<file path="src/rtl/vtpy_pkg.sv">
`timescale 1ns / 1ps
`default_nettype none

package vtpy_pkg;

  // control that travels beside each vector through the pipe
  typedef struct packed {
    logic vld;
    logic zero_xy;   // x and y both zero
    logic z_pos;     // z above zero
    logic bypass;    // first pass skipped (on an axis after pre-rotation)
  } ctl_t;

  localparam int ANG_W       = 32;  // binary angle, 2^32 is a full turn
  localparam int OUT_W       = 17;
  localparam int OUT_TDATA_W = 40;
  localparam int GUARD_BITS  = 8;
  localparam int GAIN_FRAC   = 22;

  localparam logic [GAIN_FRAC-1:0] INV_GAIN_Q22   = 22'd2547003;
  localparam logic [OUT_W-1:0]     OUT_FULL_CIRCLE = 17'd92160;
  localparam logic [OUT_W-1:0]     PITCH_DOWN      = 17'd69120;  // 270 deg
  localparam logic [OUT_W-1:0]     PITCH_UP        = 17'd23040;  // 90 deg

  localparam logic [ANG_W-1:0] ANGLE_0   = 32'h0000_0000;
  localparam logic [ANG_W-1:0] ANGLE_90  = 32'h4000_0000;
  localparam logic [ANG_W-1:0] ANGLE_180 = 32'h8000_0000;
  localparam logic [ANG_W-1:0] ANGLE_270 = 32'hC000_0000;

  // atan(2^-i) in binary angle units
  localparam logic [ANG_W-1:0] ATAN_TAB [32] = '{
    32'h20000000, 32'h12E4051E, 32'h09FB385B, 32'h051111D4,
    32'h028B0D43, 32'h0145D7E1, 32'h00A2F61E, 32'h00517C55,
    32'h0028BE53, 32'h00145F2F, 32'h000A2F98, 32'h000517CC,
    32'h00028BE6, 32'h000145F3, 32'h0000A2FA, 32'h0000517D,
    32'h000028BE, 32'h0000145F, 32'h00000A30, 32'h00000518,
    32'h0000028C, 32'h00000146, 32'h000000A3, 32'h00000051,
    32'h00000029, 32'h00000014, 32'h0000000A, 32'h00000005,
    32'h00000003, 32'h00000001, 32'h00000001, 32'h00000000
  };

endpackage

`default_nettype wire

</file>
<file path="src/rtl/vtpy_gain_comp.sv">
`timescale 1ns / 1ps
`default_nettype none

// Planar length = x * (1/K) >> 22 (x as is on bypass), split in two half-width products.
module vtpy_gain_comp #(
  parameter int XW    = 35,
  parameter int AUX_W = 35
) (
  input  wire                          clk,
  input  wire                          rst_n,
  input  wire                          en,
  input  vtpy_pkg::ctl_t               ctl_i,
  input  wire signed [XW-1:0]          x_i,
  input  wire [vtpy_pkg::ANG_W-1:0]    ang_i,
  input  wire [AUX_W-1:0]              aux_i,
  output vtpy_pkg::ctl_t               ctl_o,
  output logic signed [XW-1:0]         len_o,
  output logic [vtpy_pkg::ANG_W-1:0]   ang_o,
  output logic [AUX_W-1:0]             aux_o
);
  import vtpy_pkg::*;

  localparam int MAG_W = XW - 1;   // x is never negative here
  localparam int LO_W  = MAG_W / 2;
  localparam int HI_W  = MAG_W - LO_W;
  localparam int SUM_W = MAG_W + GAIN_FRAC;

  ctl_t                      ctla_r, ctlb_r;
  logic [LO_W+GAIN_FRAC-1:0] plo_r, plo_nxt;
  logic [HI_W+GAIN_FRAC-1:0] phi_r, phi_nxt;
  logic signed [XW-1:0]      xa_r, len_r, len_nxt;
  logic [ANG_W-1:0]          anga_r, angb_r;
  logic [AUX_W-1:0]          auxa_r, auxb_r;
  logic [SUM_W-1:0]          sum;

  assign plo_nxt = {{GAIN_FRAC{1'b0}}, x_i[LO_W-1:0]} * {{LO_W{1'b0}}, INV_GAIN_Q22};
  assign phi_nxt = {{GAIN_FRAC{1'b0}}, x_i[MAG_W-1:LO_W]} * {{HI_W{1'b0}}, INV_GAIN_Q22};

  assign sum = {phi_r, {LO_W{1'b0}}} + {{HI_W{1'b0}}, plo_r};

  always_comb begin
    if (ctla_r.bypass) begin
      len_nxt = xa_r;
    end else begin
      len_nxt = {1'b0, sum[SUM_W-1:GAIN_FRAC]};
    end
  end

  always_ff @(posedge clk) begin
    if (!rst_n) begin
      ctla_r <= '0;
      ctlb_r <= '0;
    end else if (en) begin
      ctla_r <= ctl_i;
      ctlb_r <= ctla_r;
    end
  end

  always_ff @(posedge clk) begin
    if (en) begin
      plo_r  <= plo_nxt;
      phi_r  <= phi_nxt;
      xa_r   <= x_i;
      anga_r <= ang_i;
      auxa_r <= aux_i;
      len_r  <= len_nxt;
      angb_r <= anga_r;
      auxb_r <= auxa_r;
    end
  end

  assign ctl_o = ctlb_r;
  assign len_o = len_r;
  assign ang_o = angb_r;
  assign aux_o = auxb_r;

endmodule

`default_nettype wire

</file>
<file path="config.mk">
export PLATFORM = sky130hd
export DESIGN_NAME = vtpy_gain_comp
export DESIGN_NICKNAME = d
export VERILOG_FILES = /design/src/rtl/vtpy_pkg.sv /design/src/rtl/vtpy_gain_comp.sv
export SDC_FILE = /design/constraint.sdc
export NUM_CORES = 1
export LEC_CHECK = 0
export ABC_AREA = 1
export BUFFER_PORTS_ARGS = -buffer_cell sky130_fd_sc_hd__buf_2
export CAP_MARGIN = 20
export CORE_ASPECT_RATIO = 0.6
export CORE_MARGIN = 10
export CORE_UTILIZATION = 45
export CTS_CLUSTER_DIAMETER = 200
export DETAILED_ROUTE_END_ITERATION = 10
export RECOVER_POWER = 25
export SYNTH_ARGS = -nofsm -noshare
export SYNTH_HDL_FRONTEND = slang
export SYNTH_SLANG_ARGS = --single-unit
</file>
<file path="constraint.sdc">
create_clock -name clk -period 10.25 [get_ports clk]
set_clock_uncertainty 0.1 [all_clocks]
set_input_delay 0 -clock clk [delete_from_list [all_inputs] [get_ports clk]]
set_output_delay 0 -clock clk [all_outputs]
set_load 0.1 [all_outputs]
</file>
---- After elaboration in Yosys (flattened, before gate mapping) ----
Cells that the tools add are included.
cells by class
  $add $sub $neg .......................... 1
  multipliers ............................. 2
  div/mod/pow operators ................... 0
  $lt $le $gt $ge ......................... 0
  equal/unequal tests ..................... 0
  shift operators ......................... 0
  mux-type cells .......................... 1
  bitwise gates (word level) .............. 0
  reduce and logical (&&, ||, !) cells .... 0
operators by type and width
  operator                count
  $mul 17x22->39 const B  2
  $add 56x39->56          1
  $mux 34                 1
storage, ports and cells
  bits in registers ....................... 290
  bits in latches ......................... 0
  RAM bits ................................ 0
  memory bits (read-only) ................. 0
  input port bits ......................... 109
  output and inout port bits .............. 106
  word-level logic and storage cells ...... 21
  memories kept ........................... 0

---- Logic depth before layout (Yosys ltp) ----
  word-level depth ........................ 2
  depth in mapped cells ................... 23
  depth with buffers taken out ............ 23

---- Least setup slack after synthesis ----
No wires, ideal clock.
  path type ............................... input -> register
  from .................................... input x_i[5]
  to ...................................... register plo_r[32] (data pin)
  library setup time ...................... 0.252 ns
  data arrival time ....................... 4.277 ns
  data required time ...................... 9.898 ns
  setup slack ............................. 5.621 ns
  stages .................................. 19
  buffers on the path ..................... 0
  cell sequence ........................... fa_1 fa_1 inv_1 fa_1 inv_1 fa_1 inv_1 fa_1 inv_1 fa_1 ha_1 a21oi_1 o21ai_0 a21oi_1 nor2_1 nor3_1 nand2_1 nand2_1 nand2_1
between the ends
  word-level cells in the longest chain between the ends .. 1
ends and longest elaborated chain
  element                 RTL line              text
  start: declaration      vtpy_gain_comp.sv:13  input wire signed [XW-1:0] x_i,
  $mul 17x22->39          vtpy_gain_comp.sv:36  assign plo_nxt = {{GAIN_FRAC{1'b0}}, x_i[LO_W-1:0]} * {{LO_W{1'b0}}, INV_GAIN_Q22};
  net plo_nxt[32]         vtpy_gain_comp.sv:29  logic [LO_W+GAIN_FRAC-1:0] plo_r, plo_nxt;
  end signal: assignment  vtpy_gain_comp.sv:61  plo_r <= plo_nxt;
  end: declaration        vtpy_gain_comp.sv:29
The timed path passes the listed nets, and every way through them passes these cells.
A chain may end at the register's enable or synchronous reset.

---- Final worst setup path ----
  from .................................... input x_i[6]
  to ...................................... register plo_r[30] (data pin)
The elaborated chain is that of the path after synthesis.

==> summary.txt <==
Yosys
  – Syn. warnings: 0
  – Avg Inst Size Synth: 9.82 µm²
  – Fraction of registers with async set/reset: 0
  – Ys flop type: edfxtp_1
  – Cells after synthesis: 2,600
  – Seq/Total Area, Yosys: 0.317
  – Synthesized net count: 3,322
  – #FFs+latches synth: 272
  – Netlist cell types: 41
  – Syn Std Cell Area: 0.0255 mm²
  – EDFF count, synth: 264

Worst hold path
  – Tightest Hold Check Type: in2reg

Route
  – Final ANT Viol Nets: 0
  – DRT Pass-1 Iters: 5
  – DR iter-0 viols: 1,533
  – Final WL: 75,400 µm
  – Via density per instance: 5.09
  – DRC Markers: 0
  – Vias: 19,000
  – Wire length per cell: 20.2 µm

Clock tree
  – H-tree depth: 1
  – Clk_lat worst skew: 570 ps
  – Clock transition at the registers of the reported paths: 70 ps
  – CTS Sinks: 272
  – CTS tree: yes
  – CTS max path bufs: 3
  – Post_cts resized: 0
  – Num CTS Buffers: 27
  – Clk root buf: clkbuf_16

Finish
  – Share of cells above drive strength 1: 0.0843
  – Final core utilization: 0.526
  – Fillers: 5,115
  – Commonest non-fill, non-tap cell in the layout: inv_1
  – Final net count: 3,670
  – Most frequent cells in the layout: inv_1, nand2_1, fa_1
  – Area grow syn2layout: 15.3%
  – Final cell count without fillers: 3,727

STA
  – Slew Limit Fails: 0
  – TNS Setup: 0 ps
  – Crit share post-route: 0.589
  – Crit path time final: 6040 ps
  – Slew @ Worst Pin: 987 ps
  – Final Hold Violating Endpoints: 0
  – Achievable clock frequency: 0.166 GHz
  – Slew margin rel.: 0.342
  – Unrepaired setup endpoints after global routing: false
  – Setup violators final: 0
  – Hold_ws: 39.3 ps

Critical path
  – CP peak stage delay: 560 ps
  – Crit start category: input port
  – Crit path max-delay family: adder cells
  – Crit-path max FO: 7
  – WS Path Type: in2reg
  – Critical Path Sink Type: flop
  – Crit-path slowest cell: fa_1
  – Buf/Inv on CP: 7
  – Worst EP arrival: 6240 ps
  – WP data required: 10,450 ps
  – Cells along the critical path: dlygate4sd3_1, clkbuf_1, inv_1, ha_1, inv_1, fa_1, fa_1, inv_1, fa_1, fa_1, fa_1, inv_1, ha_1, a21oi_1, o21ai_0, a21oi_1, nand3_1, nand2_1, inv_1, o21bai_1, nand2_1

GRT
  – Vias in the first global route: 19,400
  – Pin count of the biggest net entering global routing: 130
  – First-pass GRT wire length: 116,000 µm
  – Remaining Overflow, GRT: 0
  – Antenna violations before repair: 0
  – GRT Util Overall: 0.225

Floorplan
  – IO Pins: 215
  – CORE AREA: 0.0560 mm²
  – Row count: 67
  – Die height: 204 µm
  – Die area: 0.0670 mm²
  – Die width: 327 µm
  – Initial Util: 0.456

Place
  – I/O Buffers: 214
  – Final Wtd Congestion: 0.997
  – Placed cell count: 3,567
  – Final HPWL DP: 64,600 µm

Job
  – MaxCap Viol Count: 0

Outcome
  – Status: complete, no violations
[state kept, by name (all words and copies together), names as in the netlist]
register  count
auxa_r       35
anga_r       32
aux_o        35
len_o        35
plo_r        23
phi_r        39
ctl_o         4
ang_o        32
xa_r         33
ctla_r        4
[logic make-up (layout without fill, tap and decap cells)]
logic type,Yosys count,after routing,share of synthesized area
xor gates and xnor gates,40,40,0.0137
AOI/OAI and AO/OA,228,228,0.0499
and+or+nand+nor,789,789,0.130
buffers and inverters,658,1025,0.0973
other,0,1,0
DFF,272,272,0.317
adders and majority gates,613,613,0.392
[Yosys cell counts (12+ instances only)]
cell type  instances  area [µm²]
nand3_1           93         465
nor3_1            21         105
xor2_1            29         254
nand4_1           12        75.1
o21bai_1          13        97.6
o21ai_0           68         340
a21oi_1          103         515
nor2_1           154         578
inv_1            648        2430
nand3b_1          14         105
edfxtp_1         264        7930
ha_1             302        3780
nand2_1          453        1700
fa_1             311        6230
[area by class of cell]
type	count	area [µm²]	area share
Antenna cell	1	2.50	0.0000850
Clock buffer	35	706	0.0240
Clock inverter	13	136	0.00463
Inverter	650	2440	0.0829
Multi-Input combinational cell	1670	15000	0.508
Sequential cell	272	8090	0.275
Tap cell	759	950	0.0323
Timing Repair Buffer	327	2160	0.0733
[stage by stage]
step,setup WS [ps],cell area (µm²)
2_1_floorplan,5620,25500
3_3_place_gp,4720,27500
3_5_place_dp,4700,27500
4_1_cts,4720,29500
5_1_grt,4040,29400
6_report,4210,29400
[final timing paths]
check | start | slack, ps | cells after the start | to
max | x_i[6] | 4210 | 21 | plo_r[30]
min | x_i[34] | 40 | 2 | xa_r[34]
max reg2reg | ctla_r[0] | 7400 | 3 | len_o[27]
min reg2reg | auxa_r[1] | 320 | 0 | aux_o[1]
[metal layers]
layer  part of all wire  track usage
met3               0.14        0.106
met1               0.50        0.347
met5             0.0014       0.0116
met2               0.36        0.284
met4             0.0090       0.0249
[timing repair]
item                                   CTS  global route
endpoints found under the hold margin  208             0
hold buffers                           111             0
setup buffers                            0             0
Power is not shown: default switching activity piles up to over one toggle a cycle in this logic, so the estimate is an artifact.
