--- src/rtl/vtpy_pkg.sv ---
`timescale 1ns / 1ps
`default_nettype none

package vtpy_pkg;

  // control that travels beside each vector through the pipe
  typedef struct packed {
    logic vld;
    logic zero_xy;   // x and y both zero
    logic z_pos;     // z above zero
    logic bypass;    // first pass skipped (on an axis after pre-rotation)
  } ctl_t;

  localparam int ANG_W       = 32;  // binary angle, 2^32 is a full turn
  localparam int OUT_W       = 17;
  localparam int OUT_TDATA_W = 40;
  localparam int GUARD_BITS  = 8;
  localparam int GAIN_FRAC   = 22;

  localparam logic [GAIN_FRAC-1:0] INV_GAIN_Q22   = 22'd2547003;
  localparam logic [OUT_W-1:0]     OUT_FULL_CIRCLE = 17'd92160;
  localparam logic [OUT_W-1:0]     PITCH_DOWN      = 17'd69120;  // 270 deg
  localparam logic [OUT_W-1:0]     PITCH_UP        = 17'd23040;  // 90 deg

  localparam logic [ANG_W-1:0] ANGLE_0   = 32'h0000_0000;
  localparam logic [ANG_W-1:0] ANGLE_90  = 32'h4000_0000;
  localparam logic [ANG_W-1:0] ANGLE_180 = 32'h8000_0000;
  localparam logic [ANG_W-1:0] ANGLE_270 = 32'hC000_0000;

  // atan(2^-i) in binary angle units
  localparam logic [ANG_W-1:0] ATAN_TAB [32] = '{
    32'h20000000, 32'h12E4051E, 32'h09FB385B, 32'h051111D4,
    32'h028B0D43, 32'h0145D7E1, 32'h00A2F61E, 32'h00517C55,
    32'h0028BE53, 32'h00145F2F, 32'h000A2F98, 32'h000517CC,
    32'h00028BE6, 32'h000145F3, 32'h0000A2FA, 32'h0000517D,
    32'h000028BE, 32'h0000145F, 32'h00000A30, 32'h00000518,
    32'h0000028C, 32'h00000146, 32'h000000A3, 32'h00000051,
    32'h00000029, 32'h00000014, 32'h0000000A, 32'h00000005,
    32'h00000003, 32'h00000001, 32'h00000001, 32'h00000000
  };

endpackage

`default_nettype wire

--- src/rtl/vtpy_angle_scale.sv ---
`timescale 1ns / 1ps
`default_nettype none

// Binary angle to 1/256 degree: (ang * 92160) >> 32, plus the zero-plane case.
module vtpy_angle_scale (
  input  wire                          clk,
  input  wire                          rst_n,
  input  wire                          en,
  input  vtpy_pkg::ctl_t               ctl_i,
  input  wire [vtpy_pkg::ANG_W-1:0]    pitch_ang_i,
  input  wire [vtpy_pkg::ANG_W-1:0]    yaw_ang_i,
  output vtpy_pkg::ctl_t               ctl_o,
  output logic [vtpy_pkg::OUT_W-1:0]   pitch_o,
  output logic [vtpy_pkg::OUT_W-1:0]   yaw_o
);
  import vtpy_pkg::*;

  localparam int PROD_W = ANG_W + OUT_W;

  ctl_t              ctl_r;
  logic [PROD_W-1:0] pitch_prod_r, yaw_prod_r;

  always_ff @(posedge clk) begin
    if (!rst_n) begin
      ctl_r <= '0;
    end else if (en) begin
      ctl_r <= ctl_i;
    end
  end

  always_ff @(posedge clk) begin
    if (en) begin
      pitch_prod_r <= {{OUT_W{1'b0}}, pitch_ang_i} * {{ANG_W{1'b0}}, OUT_FULL_CIRCLE};
      yaw_prod_r   <= {{OUT_W{1'b0}}, yaw_ang_i} * {{ANG_W{1'b0}}, OUT_FULL_CIRCLE};
    end
  end

  always_comb begin
    if (ctl_r.zero_xy) begin
      pitch_o = ctl_r.z_pos ? PITCH_DOWN : PITCH_UP;
      yaw_o   = '0;
    end else begin
      pitch_o = pitch_prod_r[PROD_W-1:ANG_W];
      yaw_o   = yaw_prod_r[PROD_W-1:ANG_W];
    end
  end

  assign ctl_o = ctl_r;

endmodule

`default_nettype wire

--- config.mk ---
export PLATFORM = sky130hd
export DESIGN_NAME = vtpy_angle_scale
export DESIGN_NICKNAME = d
export VERILOG_FILES = /design/src/rtl/vtpy_pkg.sv /design/src/rtl/vtpy_angle_scale.sv
export SDC_FILE = /design/constraint.sdc
export NUM_CORES = 1
export LEC_CHECK = 0
export BUFFER_PORTS_ARGS = -buffer_cell sky130_fd_sc_hd__buf_2
export CORE_ASPECT_RATIO = 0.75
export CORE_MARGIN = 2
export CORE_UTILIZATION = 48
export CTS_CLUSTER_SIZE = 30
export DETAILED_ROUTE_END_ITERATION = 7
export PLACE_DENSITY = 0.71
export RECOVER_POWER = 100
export SLEW_MARGIN = 0
export SYNTH_ARGS = -nofsm -noshare
export SYNTH_HDL_FRONTEND = slang
export SYNTH_SLANG_ARGS = --single-unit
--- constraint.sdc ---
create_clock -name clk -period 3.9 [get_ports clk]
set_input_delay 0.39 -clock clk [delete_from_list [all_inputs] [get_ports clk]]
set_output_delay 0.39 -clock clk [all_outputs]
set_load 0.05 [all_outputs]
* Word level (Yosys, flattened, before mapping)
Cells that the tools add are included.
** Storage, ports and cells
- Bits in read-only memories :: 0
- Bits in registers :: 80
- Output and inout bits :: 38
- Bits in writable memories :: 0
- Bits in latches :: 0
- Input port bits :: 71
- Memories kept :: 0
- Word-level logic and storage cells :: 11
** Cells by class
- Multiplexer cells :: 3
- Bitwise operators :: 0
- $add $sub $neg :: 0
- Reduce and logical (&&, ||, !) cells :: 0
- Shifts and indexed selects :: 0
- Eq/ne operators :: 0
- Divide/modulo/power cells :: 0
- Multipliers :: 2
- Order comparisons :: 0
** Operator list (count)
- 32-bit by 6-bit multiplier with 38-bit output, second input constant :: 2
- 17-bit two-way mux :: 3

* Depth between registers and ports, before layout
- Word-level depth :: 2
- Gate-level depth with buffers :: 16
- Depth with buffers taken out :: 16

* Least setup slack after synthesis
Ideal clock, no wire load.
- Kind :: input-to-reg
- From :: input port yaw_ang_i[19] in the netlist's numbering
- To :: register yaw_prod_r[45] (data pin)
- Data required time :: 3634 ps
- Setup time :: 266 ps
- Setup slack :: -186 ps
- Path buffers :: 0
- Stages :: 15
- Arrival :: 3820 ps
- Cells stage by stage :: ha_1 -> inv_1 -> fa_1 -> inv_1 -> fa_1 -> ha_1 -> and3_1 -> a221o_1 -> a31oi_1 -> o22ai_1 -> o31ai_4 -> a21oi_2 -> a2111oi_2 -> nor3_1 -> xor2_1
** Between the ends
- Longest elaborated chain between the ends :: 1
** RTL lines
- from (decl) :: RTL line vtpy_angle_scale.sv:11 : input wire [vtpy_pkg::ANG_W-1:0] yaw_ang_i,
- 32-bit by 6-bit multiplier with 38-bit output :: RTL line vtpy_angle_scale.sv:34 : yaw_prod_r <= {{OUT_W{1'b0}}, yaw_ang_i} * {{ANG_W{1'b0}}, OUT_FULL_CIRCLE};
- to (signal assigned) :: RTL line vtpy_angle_scale.sv:34
- to (decl) :: RTL line vtpy_angle_scale.sv:21 : logic [PROD_W-1:0] pitch_prod_r, yaw_prod_r;
No other way between the ends.
A chain may end at the register's enable or synchronous reset.

* Final worst setup path
- From :: input port yaw_ang_i[15] in the netlist's numbering
- To :: register yaw_prod_r[45] (data pin)
The elaborated chain is that of the path after synthesis.

==> summary.txt <==
Run status
  • Status: finished, violations left
  • Violated checks: max-capacitance violations, max-slew violations, negative setup slack

Die
  • Io pins: 109
  • Die W: between 150 and 200 um
  • Row count: 40
  • DIE HEIGHT: roughly 120 um
  • Core ar.: about 16000 um2
  • Die area: between 15000 and 20000 um2
  • Initial Util: about half

Setup path
  • Worst setup SP type: primary input
  • CP required: a little under 4 ns
  • Critical-path maximum fanout: 4
  • CP arrival: just under 4 ns
  • Critical path class: primary input to register
  • Crit path capture type: register

Layout
  • Util after Layout: 64.4%
  • Final instance area: 10300 um2
  • Nets: around 1400
  • ANT cells: 0
  • Fraction of layout cells with a size suffix above 1: 26.7%
  • Layout area overhead: 30.7%
  • Count of non-filler cells in the finished layout: roughly 1300

Clock tree
  • Longest Clk Path Bufs: 2
  • Clock Latency Late Sink: 0.27 ns
  • Clock Sinks: 38
  • Clock root buffer: clkbuf_16
  • H-Tree Depth: 2
  • Clk pin slew, worst setup/hold paths: 0.06 ns
  • TritonCTS clock tree: yes
  • TritonCTS buffer count: 5
  • CTS Hold Buffers Added: 0

Place
  • Port bufs: between 100 and 150
  • Place WS: -0.479 ns
  • Placed Cells: roughly 1200
  • GPL Wtd Cong: about 0.88
  • Placed cell areas: roughly 9600 um2
  • Hpwl dp: ~15000 um

Power and ir drop
  • PD cells: around 550 nW/um2
  • Pleak: between 5 and 6 nW
  • Peak supply drop: ~0.34 mV
  • Tot Pwr: around 5.7 mW

Route
  • Post-route ant nets: 0
  • Residual DRC count: 0
  • Pre-antenna DRT Iters: 4
  • Met2 wire len: between 8000 and 9000 um
  • Detailed-route via count: 6293
  • Top layer in use: met4
  • M1 WL: between 8000 and 9000 um
  • Per-cell routed wire length: between 10 and 15 um
  • Met3 routed WL: about 630 um
  • Final WL: approximately 17000 um
  • Vias/cell: 4.99
  • Drt initial violations: between 150 and 200

Job
  • Max Cap Viol: 1

Timing
  • Final Cycle Share: 101%
  • Slew Viols, Final: 39
  • Max transition margin: -44.6%
  • RSZ-0062 raised after global routing: yes
  • Worst Tran Pin Value: between 2 and 2.5 ns
  • Worst hold slack: ~0.36 ns
  • Final min period: slightly below 4 ns
  • Final Hold Viols: 0
  • Setup tns final: -0.0508 ns
  • FMAX: about 250 MHz
  • Setup-failing EPs final: 2
  • Clk_skew: 0 ns
  • Setup ws final: -0.0313 ns

Yosys
  • Post-synthesis cell type count: 46
  • Synth async-reset ratio: 0%
  • Mapped cell area: about 8000 um2
  • Post-Synthesis Cells: between 800 and 900
  • Yosys top cell by area: ha_1
  • Post-synth EDFFs: 34
  • Synth top area cells: ha_1 (27%), fa_1 (22%), edfxtp_1 (13%)
  • Synth warn: 0
  • Seq/Total Area, Yosys: between 10 and 15%
  • Synth top area share: 27.0%
  • Syn Nets: about 1100
  • Yosys reg bits: 38
  • Synth Flop Type: edfxtp_1
  • Syn_area_per_cell: between 9 and 10 um2

GRT
  • Total grt overflow: 0
  • Largest net degree at the start of global routing: 39
  • First-pass GRT wire length: slightly below 30000 um
  • Total Routing Usage GR: between 10% and 20%
  • Initial antenna violation count: 0
  • Number of global-route vias before repair: roughly 6300

Worst hold path
  • Hold Path Class: primary input to register
-- synthesized netlist by cell type (3+ instances only) --
master	count
dfxtp_1	4
nand2_1	20
xor2_1	35
nor2_1	18
o21a_1	4
o21ai_0	17
o21ai_1	3
nor3_1	12
edfxtp_1	34
nand3_1	10
fa_1	87
a21o_1	40
nor2b_1	35
o211ai_1	4
ha_1	171
inv_1	196
a221o_1	4
clkbuf_1	5
a21oi_1	38
mux2i_1	4
nand4_1	7
and3_1	5
xnor2_1	28
a31oi_1	8
-- cells in the final DEF, fill, tap and decap left out, types with 5 or more instances in the layout --
master	netlist	routed
a31oi_1	8	6
fa_1	87	83
xnor2_1	28	26
edfxtp_1	34	34
ha_1	171	145
inv_1	196	188
clkbuf_16	0	5
clkbuf_1	5	39
nand4_1	7	7
xor2_1	35	30
a21o_1	40	40
buf_2	0	65
o21ai_0	17	14
nor3_1	12	9
a21oi_2	1	6
nor2_1	18	15
nor2b_1	35	35
xor2_2	0	5
inv_2	0	7
ha_4	0	25
nand2_1	20	20
buf_4	0	121
a21oi_1	38	31
nand3_1	10	8
-- state kept, by name, indices dropped and copies added, names as in the netlist --
signal,flops
ctl_o,4
pitch_prod_r,17
yaw_prod_r,17
-- layout make-up --
class,instances,area [um2]
multi-input cells,578,6600
inverters,196,738
clock buffers,5,125
flip-flops and latches,38,1100
well taps,210,263
repair buffers,231,1460
clock inverters,3,68.8
fillers,1339,5720
-- what timing repair did --
item	CTS	global route
buffers inserted	0	8
resized for setup	14	69
endpoints found under the setup margin	11	19
pin swaps	9	42
-- layer usage --
layer  track usage [%]  up-vias
met5                 0        -
met4              1.62        0
met3              2.79       10
met2              32.6      104
met1              28.6     3002
li1                  -     3177
-- critical path, cell delays in order --
cell	delay (ns)
buf_2	0.14
ha_4	0.27
inv_1	0.05
fa_2	0.38
fa_1	0.49
inv_1	0.05
ha_1	0.32
and3_4	0.18
a221o_1	0.34
a31oi_4	0.21
o22ai_4	0.11
o31ai_4	0.24
buf_6	0.16
a21oi_4	0.08
a2111oi_4	0.32
nor3_2	0.07
xor2_1	0.14
-- power breakdown --
group          total (mW)  internal [mW]  leakage [nW]  switching [mW]
clock               0.529          0.367        0.0940           0.161
sequential          0.788          0.742         0.365          0.0456
combinational        4.37           1.88          4.94            2.49
-- final timing paths --
path / start / endpoint / slack [ns] / cells after the start
worst min register to register: ctl_o[3] / ctl_o[3] / 0.54 / 2
worst max-delay path: yaw_ang_i[15] / yaw_prod_r[45] / -0.03 / 17
worst min-delay path: rst_n / ctl_o[1] / 0.36 / 2
worst max register to register: ctl_o[2] / ctl_o[2] / 2.73 / 2
-- kinds of logic after synthesis --
logic type | count (synthesis) | synth area share, %
flip-flops | 38 | 13.9
AO/OA/AOI/OAI | 136 | 12.3
buffers and inverters | 201 | 9.53
AND/OR/NAND/NOR | 117 | 7.79
multiplexers | 4 | 0.506
adder cells (fa/ha/maj) | 258 | 49.0
XOR/XNOR | 63 | 6.97
(Power assumes the default switching activity.)
