<file path="src/rtl/vtpy_pkg.sv">
`timescale 1ns / 1ps
`default_nettype none

package vtpy_pkg;

  // control that travels beside each vector through the pipe
  typedef struct packed {
    logic vld;
    logic zero_xy;   // x and y both zero
    logic z_pos;     // z above zero
    logic bypass;    // first pass skipped (on an axis after pre-rotation)
  } ctl_t;

  localparam int ANG_W       = 32;  // binary angle, 2^32 is a full turn
  localparam int OUT_W       = 17;
  localparam int OUT_TDATA_W = 40;
  localparam int GUARD_BITS  = 8;
  localparam int GAIN_FRAC   = 22;

  localparam logic [GAIN_FRAC-1:0] INV_GAIN_Q22   = 22'd2547003;
  localparam logic [OUT_W-1:0]     OUT_FULL_CIRCLE = 17'd92160;
  localparam logic [OUT_W-1:0]     PITCH_DOWN      = 17'd69120;  // 270 deg
  localparam logic [OUT_W-1:0]     PITCH_UP        = 17'd23040;  // 90 deg

  localparam logic [ANG_W-1:0] ANGLE_0   = 32'h0000_0000;
  localparam logic [ANG_W-1:0] ANGLE_90  = 32'h4000_0000;
  localparam logic [ANG_W-1:0] ANGLE_180 = 32'h8000_0000;
  localparam logic [ANG_W-1:0] ANGLE_270 = 32'hC000_0000;

  // atan(2^-i) in binary angle units
  localparam logic [ANG_W-1:0] ATAN_TAB [32] = '{
    32'h20000000, 32'h12E4051E, 32'h09FB385B, 32'h051111D4,
    32'h028B0D43, 32'h0145D7E1, 32'h00A2F61E, 32'h00517C55,
    32'h0028BE53, 32'h00145F2F, 32'h000A2F98, 32'h000517CC,
    32'h00028BE6, 32'h000145F3, 32'h0000A2FA, 32'h0000517D,
    32'h000028BE, 32'h0000145F, 32'h00000A30, 32'h00000518,
    32'h0000028C, 32'h00000146, 32'h000000A3, 32'h00000051,
    32'h00000029, 32'h00000014, 32'h0000000A, 32'h00000005,
    32'h00000003, 32'h00000001, 32'h00000001, 32'h00000000
  };

endpackage

`default_nettype wire

</file>
<file path="src/rtl/vtpy_cordic_stage.sv">
`timescale 1ns / 1ps
`default_nettype none

// One registered CORDIC vectoring micro-rotation.
module vtpy_cordic_stage #(
  parameter int XW           = 35,
  parameter int AUX_W        = 35,
  parameter int SHIFT        = 0,
  parameter bit HOLD_ON_ZERO = 1'b0
) (
  input  wire                          clk,
  input  wire                          rst_n,
  input  wire                          en,
  input  vtpy_pkg::ctl_t               ctl_i,
  input  wire signed [XW-1:0]          x_i,
  input  wire signed [XW-1:0]          y_i,
  input  wire [vtpy_pkg::ANG_W-1:0]    ang_i,
  input  wire [AUX_W-1:0]              aux_i,
  output vtpy_pkg::ctl_t               ctl_o,
  output logic signed [XW-1:0]         x_o,
  output logic signed [XW-1:0]         y_o,
  output logic [vtpy_pkg::ANG_W-1:0]   ang_o,
  output logic [AUX_W-1:0]             aux_o
);
  import vtpy_pkg::*;

  ctl_t                    ctl_r;
  logic signed [XW-1:0]    x_r, y_r, x_nxt, y_nxt;
  logic signed [XW-1:0]    dx, dy;
  logic [ANG_W-1:0]        ang_r, ang_nxt;
  logic [AUX_W-1:0]        aux_r;
  logic                    skip;

  assign dx   = x_i >>> SHIFT;
  assign dy   = y_i >>> SHIFT;
  assign skip = HOLD_ON_ZERO ? (y_i == '0) : ctl_i.bypass;

  always_comb begin
    x_nxt   = x_i;
    y_nxt   = y_i;
    ang_nxt = ang_i;
    if (!skip) begin
      if (!y_i[XW-1]) begin
        x_nxt   = x_i + dy;
        y_nxt   = y_i - dx;
        ang_nxt = ang_i + ATAN_TAB[SHIFT];
      end else begin
        x_nxt   = x_i - dy;
        y_nxt   = y_i + dx;
        ang_nxt = ang_i - ATAN_TAB[SHIFT];
      end
    end
  end

  always_ff @(posedge clk) begin
    if (!rst_n) begin
      ctl_r <= '0;
    end else if (en) begin
      ctl_r <= ctl_i;
    end
  end

  always_ff @(posedge clk) begin
    if (en) begin
      x_r   <= x_nxt;
      y_r   <= y_nxt;
      ang_r <= ang_nxt;
      aux_r <= aux_i;
    end
  end

  assign ctl_o = ctl_r;
  assign x_o   = x_r;
  assign y_o   = y_r;
  assign ang_o = ang_r;
  assign aux_o = aux_r;

endmodule

`default_nettype wire

</file>
<file path="config.mk">
export PLATFORM = sky130hd
export DESIGN_NAME = vtpy_cordic_stage
export DESIGN_NICKNAME = d
export VERILOG_FILES = /design/src/rtl/vtpy_pkg.sv /design/src/rtl/vtpy_cordic_stage.sv
export SDC_FILE = /design/constraint.sdc
export NUM_CORES = 1
export LEC_CHECK = 0
export BUFFER_PORTS_ARGS = -buffer_cell sky130_fd_sc_hd__buf_2
export CORE_MARGIN = 10
export CORE_UTILIZATION = 59
export DETAILED_ROUTE_END_ITERATION = 10
export PLACE_DENSITY_LB_ADDON = 0.3
export SETUP_SLACK_MARGIN = 0.4
export SLEW_MARGIN = 20
export SYNTH_ARGS = -nofsm -noshare
export SYNTH_HDL_FRONTEND = slang
export SYNTH_SLANG_ARGS = --single-unit
</file>
<file path="constraint.sdc">
create_clock -name clk -period 7.4 [get_ports clk]
set_input_delay 1.11 -clock clk [delete_from_list [all_inputs] [get_ports clk]]
set_output_delay 1.11 -clock clk [all_outputs]
set_load 0.02 [all_outputs]
</file>
# == Yosys cells after proc, flatten, opt, wreduce, memory -nomap -nowiden ==
# Cells that the tools add are included.
# op_classes
add_sub_neg,5
n_mux,6
# ops
operator,n
two-way mux 35 bit,4
subtractor 35 bit,2
two-way mux 32 bit,2
adder 35 bit,1
"adder 32 x 30 -> 32 bit, second input constant",1
"subtractor 32 x 30 -> 32 bit, second input constant",1
# totals
reg_bits,141
inputBits,144
output_inout_bits,141
word_cells,19

# == Longest topological paths before layout ==
# Gate-level depths: netlist of run 1.
# logic_depth
word_depth,3
mapped_depth,14
ltp_nobuf,13

# == Worst setup path before layout of run 1 ==
# No wires, ideal clock.
# synth_timing
path_type,input to register
start,input port x_i[11]
end,"register y_r[34], in the netlist y_o[34], data pin"
setup_time_ps,266
arrival_ps,3671
setup_slack_ps,3464
path_stages,11
path_buffers,0
cell_sequence,inv_1 -> ha_1 -> or4_4 -> a2111oi_4 -> o21ai_2 -> and3_4 -> a221oi_2 -> o311ai_1 -> or4_1 -> a31oi_1 -> o2bb2ai_1
# synth_via
elab_chain_cells,3
# synth_rtl
item,line_no,rtl
"start, declared",vtpy_cordic_stage.sv:15,"input wire signed [XW-1:0] x_i,"
subtractor 35 bit / adder 35 bit (equally long branches),"vtpy_cordic_stage.sv:45, vtpy_cordic_stage.sv:49",
two-way mux 35 bit *,vtpy_cordic_stage.sv:43,if (!y_i[XW-1]) begin
two-way mux 35 bit *,vtpy_cordic_stage.sv:42,if (!skip) begin
via y_nxt[34],vtpy_cordic_stage.sv:28,"logic signed [XW-1:0] x_r, y_r, x_nxt, y_nxt;"
"end signal, assigned",vtpy_cordic_stage.sv:66,y_r <= y_nxt;
"end, declared",vtpy_cordic_stage.sv:28,
# Mark *: on every way through the listed nets, which the timed path passes. The rest lies on a longest branch.
# A chain may end at the register's enable or synchronous reset.

# == Worst setup path in the final report of run 1 ==
# layout_timing
start,input port x_i[2]
end,"register y_r[34], in the netlist y_o[34], data pin"
# Same word-level chain as after synthesis.

==> flow_metrics.py, run 1 <==
metrics = {
    "yosys": {
        "synthAdderAreaFrac_pct": 12.0,
        "synthFlopType": "edfxtp_1",
        "synth_mux_area_share_pct": 3.04,
        "ys_warn_count": 0,
        "syn_area_um2": 11300,
        "async_flop_share_pct": 0,
        "synthTopCellsByArea": "edfxtp_1, ha_1, a21oi_1",
        "yosysMostFrequentCell": "a21oi_1",
        "synth_compound_area_share_pct": 22.9,
        "yosys.area.top_type": "edfxtp_1",
        "synthTopCellsByCount": "a21oi_1, edfxtp_1, nor2_1, ha_1, inv_1",
        "avgSynthCellArea_um2": 8.89,
        "synth_top_family_by_area": "compound AO/OA/AOI/OAI gates",
        "synth_top_area_share_pct": 36.5,
        "synth_seq_area_share_pct": 37.2,
        "ys_types": 77,
        "synth_simple_gate_area_share_pct": 13.9,
        "synth_xor_area_share_pct": 5.21,
        "syn_inst": 1266,
        "syn_nets": 1516,
        "synth_edf_count": 137,
        "synth_seq_cells": 141,
    },
    "finish": {
        "multiInputGateArea_um2": 6430,
        "drive_gt1_share_pct": 22.9,
        "seq_area_um2": 4190,
        "fill_cells": 1523,
        "layout.nets": 1760,
        "area_growth_pct": 18.5,
    },
    "timing": {
        "rsz0062_at_grt": "no",
        "relSlewSlack_pct": 35.9,
        "worst_slew_pin_slew_ns": 0.962,
        "period_share_pct": 59.8,
        "hold_slack_ns": 0.523,
        "finalMaxSlewViolations": 0,
        "hold_violations": 0,
        "max_freq_ghz": 0.226,
        "fin_crit_ns": 4.43,
        "fin_setup_tns_ns": 0,
        "setup_violations": 0,
        "fin_skew_ns": 0,
    },
    "worst_setup_path": {
        "end_kind": "flip-flop",
        "cp.arrival_ns": 4.60,
        "ff2ff_path_depth": 2,
        "critPathLaunchType": "primary input",
        "worst_ep_required_time_ns": 7.58,
        "cp-startpoint": "x_i[2]",
        "critPathCapture": "y_o[34]$_DFFE_PP_",
        "reg2reg_from": "ctl_o[1]$_SDFFE_PN0P_",
        "r2r_end": "ctl_o[1]$_SDFFE_PN0P_",
        "path_max_fanout": 11,
        "crit_type": "in2reg",
        "r2r_slack_ns": 6.78,
    },
    "drt": {
        "routed_via_density": 6.05,
        "drtPass1Iterations": 7,
        "wl_um": 37600,
        "ant_nets": 0,
        "post-route-drc-count": 0,
        "dr_total_vias": 10700,
        "drt-initial-drc-count": 976,
        "wire_per_inst_um": 21.3,
    },
    "grt": {
        "grt_start_max_net_pins": 88,
        "grtUsageTotal_pct": 28.9,
        "antenna_found_initial": 7,
        "grt_pass1_vias": 10200,
        "grt_pass1_wl_um": 56400,
        "gr-total-overflow": 0,
    },
    "pwr": {
        "p_leak_nw": 5.94,
        "powerDensity_nw_per_um2": 205,
        "ir_drop_uv": 169,
    },
    "floorplan": {
        "dieWidth_um": 158,
        "die_height_um": 158,
        "pin_count": 285,
        "core.rowCount": 50,
        "start_util_pct": 60.0,
        "die_area_um2": 25000,
        "core_um2": 18800,
    },
    "clock_network": {
        "post_cts_buffers": 0,
        "postCtsResizedCells": 0,
        "ctsHoldBuffers": 0,
        "cts_sinks": 141,
        "cts_root_buffer": "clkbuf_16",
        "cts_tree": "done",
        "clock_latency_ns": 0.43,
        "h-tree-depth": 4,
        "clockBufferDepth": 2,
        "clk_pin_slew_ns": 0.07,
        "cts_made_buffers": 17,
    },
    "hold_path": {
        "hp-class": "reg2reg",
    },
    "flow_run": {
        "maxCapViolations": 0,
    },
    "placement": {
        "hpwl_um": 29400,
        "gp_congestion": 1.02,
        "io_buffers": 284,
    },
    "outcome": {
        "status": "finished clean",
    },
}
[metal layers]
metal / track usage, % / up-vias / wire length (um)
li1: - / 5038 / -
met1: 33.9 / 4957 / 14300
met2: 48.7 / 593 / 18100
met3: 7.41 / 91 / 3750
met4: 13.4 / 0 / 1440
met5: 0 / - / 0
[where the power goes]
part | internal [mW] | total [mW] | switching, mW | leakage [nW]
combinational | 0.313 | 0.900 | 0.587 | 4.31
sequential | 0.977 | 0.997 | 0.0200 | 1.37
clock | 0.442 | 0.837 | 0.395 | 0.260
[cell usage in the layout (no fill, tap or decap), types with 9 or more instances in the layout]
cell / instances
nor3_1: 21
a31oi_1: 10
nand3_1: 13
nor2b_1: 18
nand2_1: 95
nor2_1: 107
a21o_1: 23
inv_1: 97
o21ai_0: 92
o21ai_1: 19
clkbuf_16: 17
a21oi_1: 156
ha_1: 102
mux2i_1: 32
nand4_1: 11
xor2_1: 12
xnor2_1: 55
o211ai_1: 11
edfxtp_1: 137
buf_2: 282
a211oi_1: 12
o21bai_1: 25
nand2b_1: 15
o31ai_1: 9
[worst min-delay path by stage]
| stage | startpoint | depth (start not counted) | slack [ns] | endpoint |
|---|---|---|---|---|
| after floorplan | ctl_o[0]$_SDFFE_PN0P_ | 2 | 0.59 | ctl_o[0]$_SDFFE_PN0P_ |
| after global placement | ctl_o[2]$_SDFFE_PN0P_ | 2 | 0.49 | ctl_o[2]$_SDFFE_PN0P_ |
| after detailed placement | ctl_o[3]$_SDFFE_PN0P_ | 2 | 0.51 | ctl_o[3]$_SDFFE_PN0P_ |
| after CTS | ctl_o[3]$_SDFFE_PN0P_ | 2 | 0.52 | ctl_o[3]$_SDFFE_PN0P_ |
| after global routing | ctl_o[3]$_SDFFE_PN0P_ | 2 | 0.54 | ctl_o[3]$_SDFFE_PN0P_ |
| final | ctl_o[3]$_SDFFE_PN0P_ | 2 | 0.52 | ctl_o[3]$_SDFFE_PN0P_ |
[critical path, stage by stage]
cell       delay (ns)
buf_2            0.11
inv_1            0.06
ha_1             0.41
nor2b_1          0.20
o31a_1           0.27
o41ai_2          0.66
o211ai_1         0.31
a21oi_1          0.32
o31ai_1          0.18
a211oi_1         0.47
o21ai_0          0.21
xnor2_1          0.16
o2bb2ai_1        0.12
[state kept, by name (all words and copies together) (netlist names)]
signal	cells
aux_o	35
x_o	35
y_o	35
ang_o	32
ctl_o	4
[cell type report]
type | instances | share of cell area (%)
timing repair buffer | 288 | 10.9
sequential | 141 | 31.4
clock inverter | 14 | 0.938
antenna | 7 | 0.131
multi-input combinational | 957 | 48.2
clock buffer | 18 | 3.22
inverter | 105 | 2.95
tap | 234 | 2.19
[cell families after synthesis]
| group | Yosys count |
|---|---|
| compound gates | 420 |
| simple gates | 330 |
| buf+inv | 168 |
| flops | 141 |
| fa+ha+maj | 106 |
| xor+xnor | 67 |
| mux | 34 |
[stage by stage]
step	setup WS, ns	area, um^2	total power, mW	util (%)	cells
finish	2.97	13300	2.73	71.1	1764
global route	2.88	13300	2.85	71.1	1764
CTS	3.12	13300	2.72	71.0	1757
detailed placement	2.73	12800	1.90	68.0	1725
global placement	2.79	12800	1.88	68.0	1725
floorplan	3.46	11300	1.60	-	1266
Power figures use the tool's default switching activity.
==> inputs of run 2 (changes only) <==
--- a/config.mk
+++ b/config.mk
@@ -7,7 +7,7 @@
 export LEC_CHECK = 0
 export BUFFER_PORTS_ARGS = -buffer_cell sky130_fd_sc_hd__buf_2
 export CORE_MARGIN = 10
-export CORE_UTILIZATION = 59
+export CORE_UTILIZATION = 50
 export DETAILED_ROUTE_END_ITERATION = 10
 export PLACE_DENSITY_LB_ADDON = 0.3
 export SETUP_SLACK_MARGIN = 0.4
==> constraint.sdc (replaced) <==
create_clock -name clk -period 3.75 [get_ports clk]
set_input_delay 0.5625 -clock clk [delete_from_list [all_inputs] [get_ports clk]]
set_output_delay 0.5625 -clock clk [all_outputs]
set_load 0.02 [all_outputs]
==> run 2 against run 1 <==
  * Die area up 16%
  * Wire length up 4.5%
  * Design area grew 8.1%
  * Worst setup slack worse by 2.6 ns
  * Utilization fell by 5.4 points
  * Count of clock-buffer cells in the layout did not move
  * Hold slack got worse by 0.21 ns
==> flow_metrics.py, run 2 (synthesis results as in run 1) <==
metrics = {
    "floorplan": {
        "core.rowCount": 54,
        "die_area_um2": 28900,
        "dieWidth_um": 170,
        "start_util_pct": 51.3,
        "pin_count": 285,
        "core_um2": 22000,
        "die_height_um": 170,
    },
    "placement": {
        "placedInstanceArea_um2": 13700,
        "gp_congestion": 1.01,
        "hpwl_um": 31100,
        "io_buffers": 284,
        "post-place-ws_ns": -0.148,
    },
    "drt": {
        "dr_total_vias": 11100,
        "post-route-drc-count": 0,
        "drtPass1Iterations": 6,
        "wire_per_inst_um": 20.4,
        "drt-initial-drc-count": 983,
        "wl_um": 39300,
        "ant_nets": 0,
        "routed_via_density": 5.77,
    },
    "grt": {
        "grt_pass1_vias": 11000,
        "gr-total-overflow": 0,
        "grtUsageTotal_pct": 26.2,
        "antenna_found_initial": 7,
        "grt_pass1_wl_um": 60400,
        "grt_start_max_net_pins": 83,
    },
    "hold_path": {
        "hp-class": "in2reg",
    },
    "worst_setup_path": {
        "cpMostUsedCell": "a21oi_1",
        "cp-startpoint": "x_i[4]",
        "critical-path-slowest-cell": "o21ai_0",
        "ff2ff_path_depth": 2,
        "r2r_end": "ctl_o[1]$_SDFFE_PN0P_",
        "critPathCapture": "x_o[19]$_DFFE_PP_",
        "critPathLaunchType": "primary input",
        "crit_type": "in2reg",
        "reg2reg_from": "ctl_o[1]$_SDFFE_PN0P_",
        "slowest_delay_ns": 0.47,
        "r2r_slack_ns": 3.13,
        "cp.depth": 15,
        "cp_cell_sequence": "buf_2 -> inv_1 -> ha_1 -> buf_4 -> a21oi_1 -> nand2_1 -> o21ai_0 -> buf_4 -> a21oi_1 -> a311oi_1 -> o21ai_0 -> a21oi_1 -> mux2i_1 -> xnor2_1 -> mux2i_1",
        "cp_num_buf_inv": 4,
        "worst_ep_required_time_ns": 3.90,
        "cp.arrival_ns": 3.50,
        "crit_family": "compound AO/OA/AOI/OAI gates",
        "path_max_fanout": 6,
        "end_kind": "flip-flop",
    },
    "timing": {
        "relSlewSlack_pct": 33.6,
        "timing.final.ws_setup_ns": 0.404,
        "hold_violations": 0,
        "max_freq_ghz": 0.299,
        "hold_slack_ns": 0.311,
        "fin_crit_ns": 3.35,
        "fin_skew_ns": 0,
        "worst_slew_pin_slew_ns": 0.996,
        "finalMaxSlewViolations": 0,
        "period_share_pct": 89.2,
        "setup_violations": 0,
        "rsz0062_at_grt": "yes",
    },
    "finish": {
        "stdcell_area_um2": 14400,
        "fill_cells": 1867,
        "multiInputGateArea_um2": 6560,
        "seq_area_um2": 4190,
        "layout.nets": 1874,
        "fin_util_pct": 65.7,
        "area_growth_pct": 28.1,
        "mostFrequentLayoutCells": "buf_2, a21oi_1, edfxtp_1, buf_4, nor2_1",
        "drive_gt1_share_pct": 29.4,
        "final_common_cell": "buf_2",
    },
    "pwr": {
        "power_mw": 5.67,
        "ir_drop_uv": 285,
        "powerDensity_nw_per_um2": 393,
        "p_leak_nw": 6.53,
    },
    "outcome": {
        "status": "finished clean",
    },
    "clock_network": {
        "clockBufferDepth": 2,
        "cts_root_buffer": "clkbuf_16",
        "h-tree-depth": 4,
        "cts_made_buffers": 17,
        "post_cts_buffers": 0,
        "clock_latency_ns": 0.42,
        "cts_tree": "done",
        "ctsHoldBuffers": 0,
        "cts_sinks": 141,
        "clk_pin_slew_ns": 0.07,
    },
    "flow_run": {
        "maxCapViolations": 0,
    },
}
-- run 2: worst min path at each step --
stage | end | slack, ns | startpoint | depth (start not counted)
finish | ang_o[20]$_DFFE_PP_ | 0.31 | ang_i[20] | 1
CTS | aux_o[16]$_DFFE_PP_ | 0.29 | aux_i[16] | 1
detailed placement | ctl_o[3]$_SDFFE_PN0P_ | 0.51 | ctl_o[3]$_SDFFE_PN0P_ | 2
floorplan | ctl_o[0]$_SDFFE_PN0P_ | 0.59 | ctl_o[0]$_SDFFE_PN0P_ | 2
global route | aux_o[34]$_DFFE_PP_ | 0.30 | aux_i[34] | 1
global placement | ctl_o[3]$_SDFFE_PN0P_ | 0.49 | ctl_o[3]$_SDFFE_PN0P_ | 2
-- run 2: through the flow --
| step | std cells | TNS (ns) |
|---|---|---|
| after floorplan | 1266 | 0 |
| after global placement | 1885 | -0.0703 |
| after detailed placement | 1885 | -0.485 |
| after CTS | 1917 | 0 |
| after global routing | 1924 | 0 |
| final | 1924 | 0 |
-- run 2: what timing repair did --
item	CTS	global route
gates resized for setup	2	19
pin swaps	1	3
hold endpoints to repair	0	0
endpoints found under the setup margin	5	25
-- run 2: layout make-up --
cell class | instances | area share (%)
diodes | 7 | 0.121
flip-flops and latches | 141 | 29.1
well taps | 280 | 2.43
inverters | 105 | 2.73
repair buffers | 402 | 16.1
multi-input cells | 957 | 45.5
clock buffers | 18 | 2.98
clock inverters | 14 | 1.06
-- run 2: power breakdown --
part | total, mW | switching [mW] | internal [mW] | leakage [nW]
Clock | 1.74 | 0.796 | 0.942 | 0.275
Combinational | 1.96 | 1.21 | 0.750 | 4.88
Sequential | 1.97 | 0.0428 | 1.93 | 1.37
Total | 5.67 | 2.04 | 3.62 | 6.53
-- run 2: metal layers --
| layer | vias up | track usage [%] | wire, um |
|---|---|---|---|
| met1 | 5150 | 31.8 | 15800 |
| met5 | - | 0 | 0 |
| met3 | 79 | 5.46 | 3430 |
| met2 | 596 | 44.3 | 18700 |
| li1 | 5267 | - | - |
| met4 | 0 | 11.3 | 1280 |
-- run 2: worst reg2reg max path, cell delays in order (launching register included) --
cell,delay [ns]
dfxtp_1,0.34
mux2i_1,0.07
nor2b_1,0.15
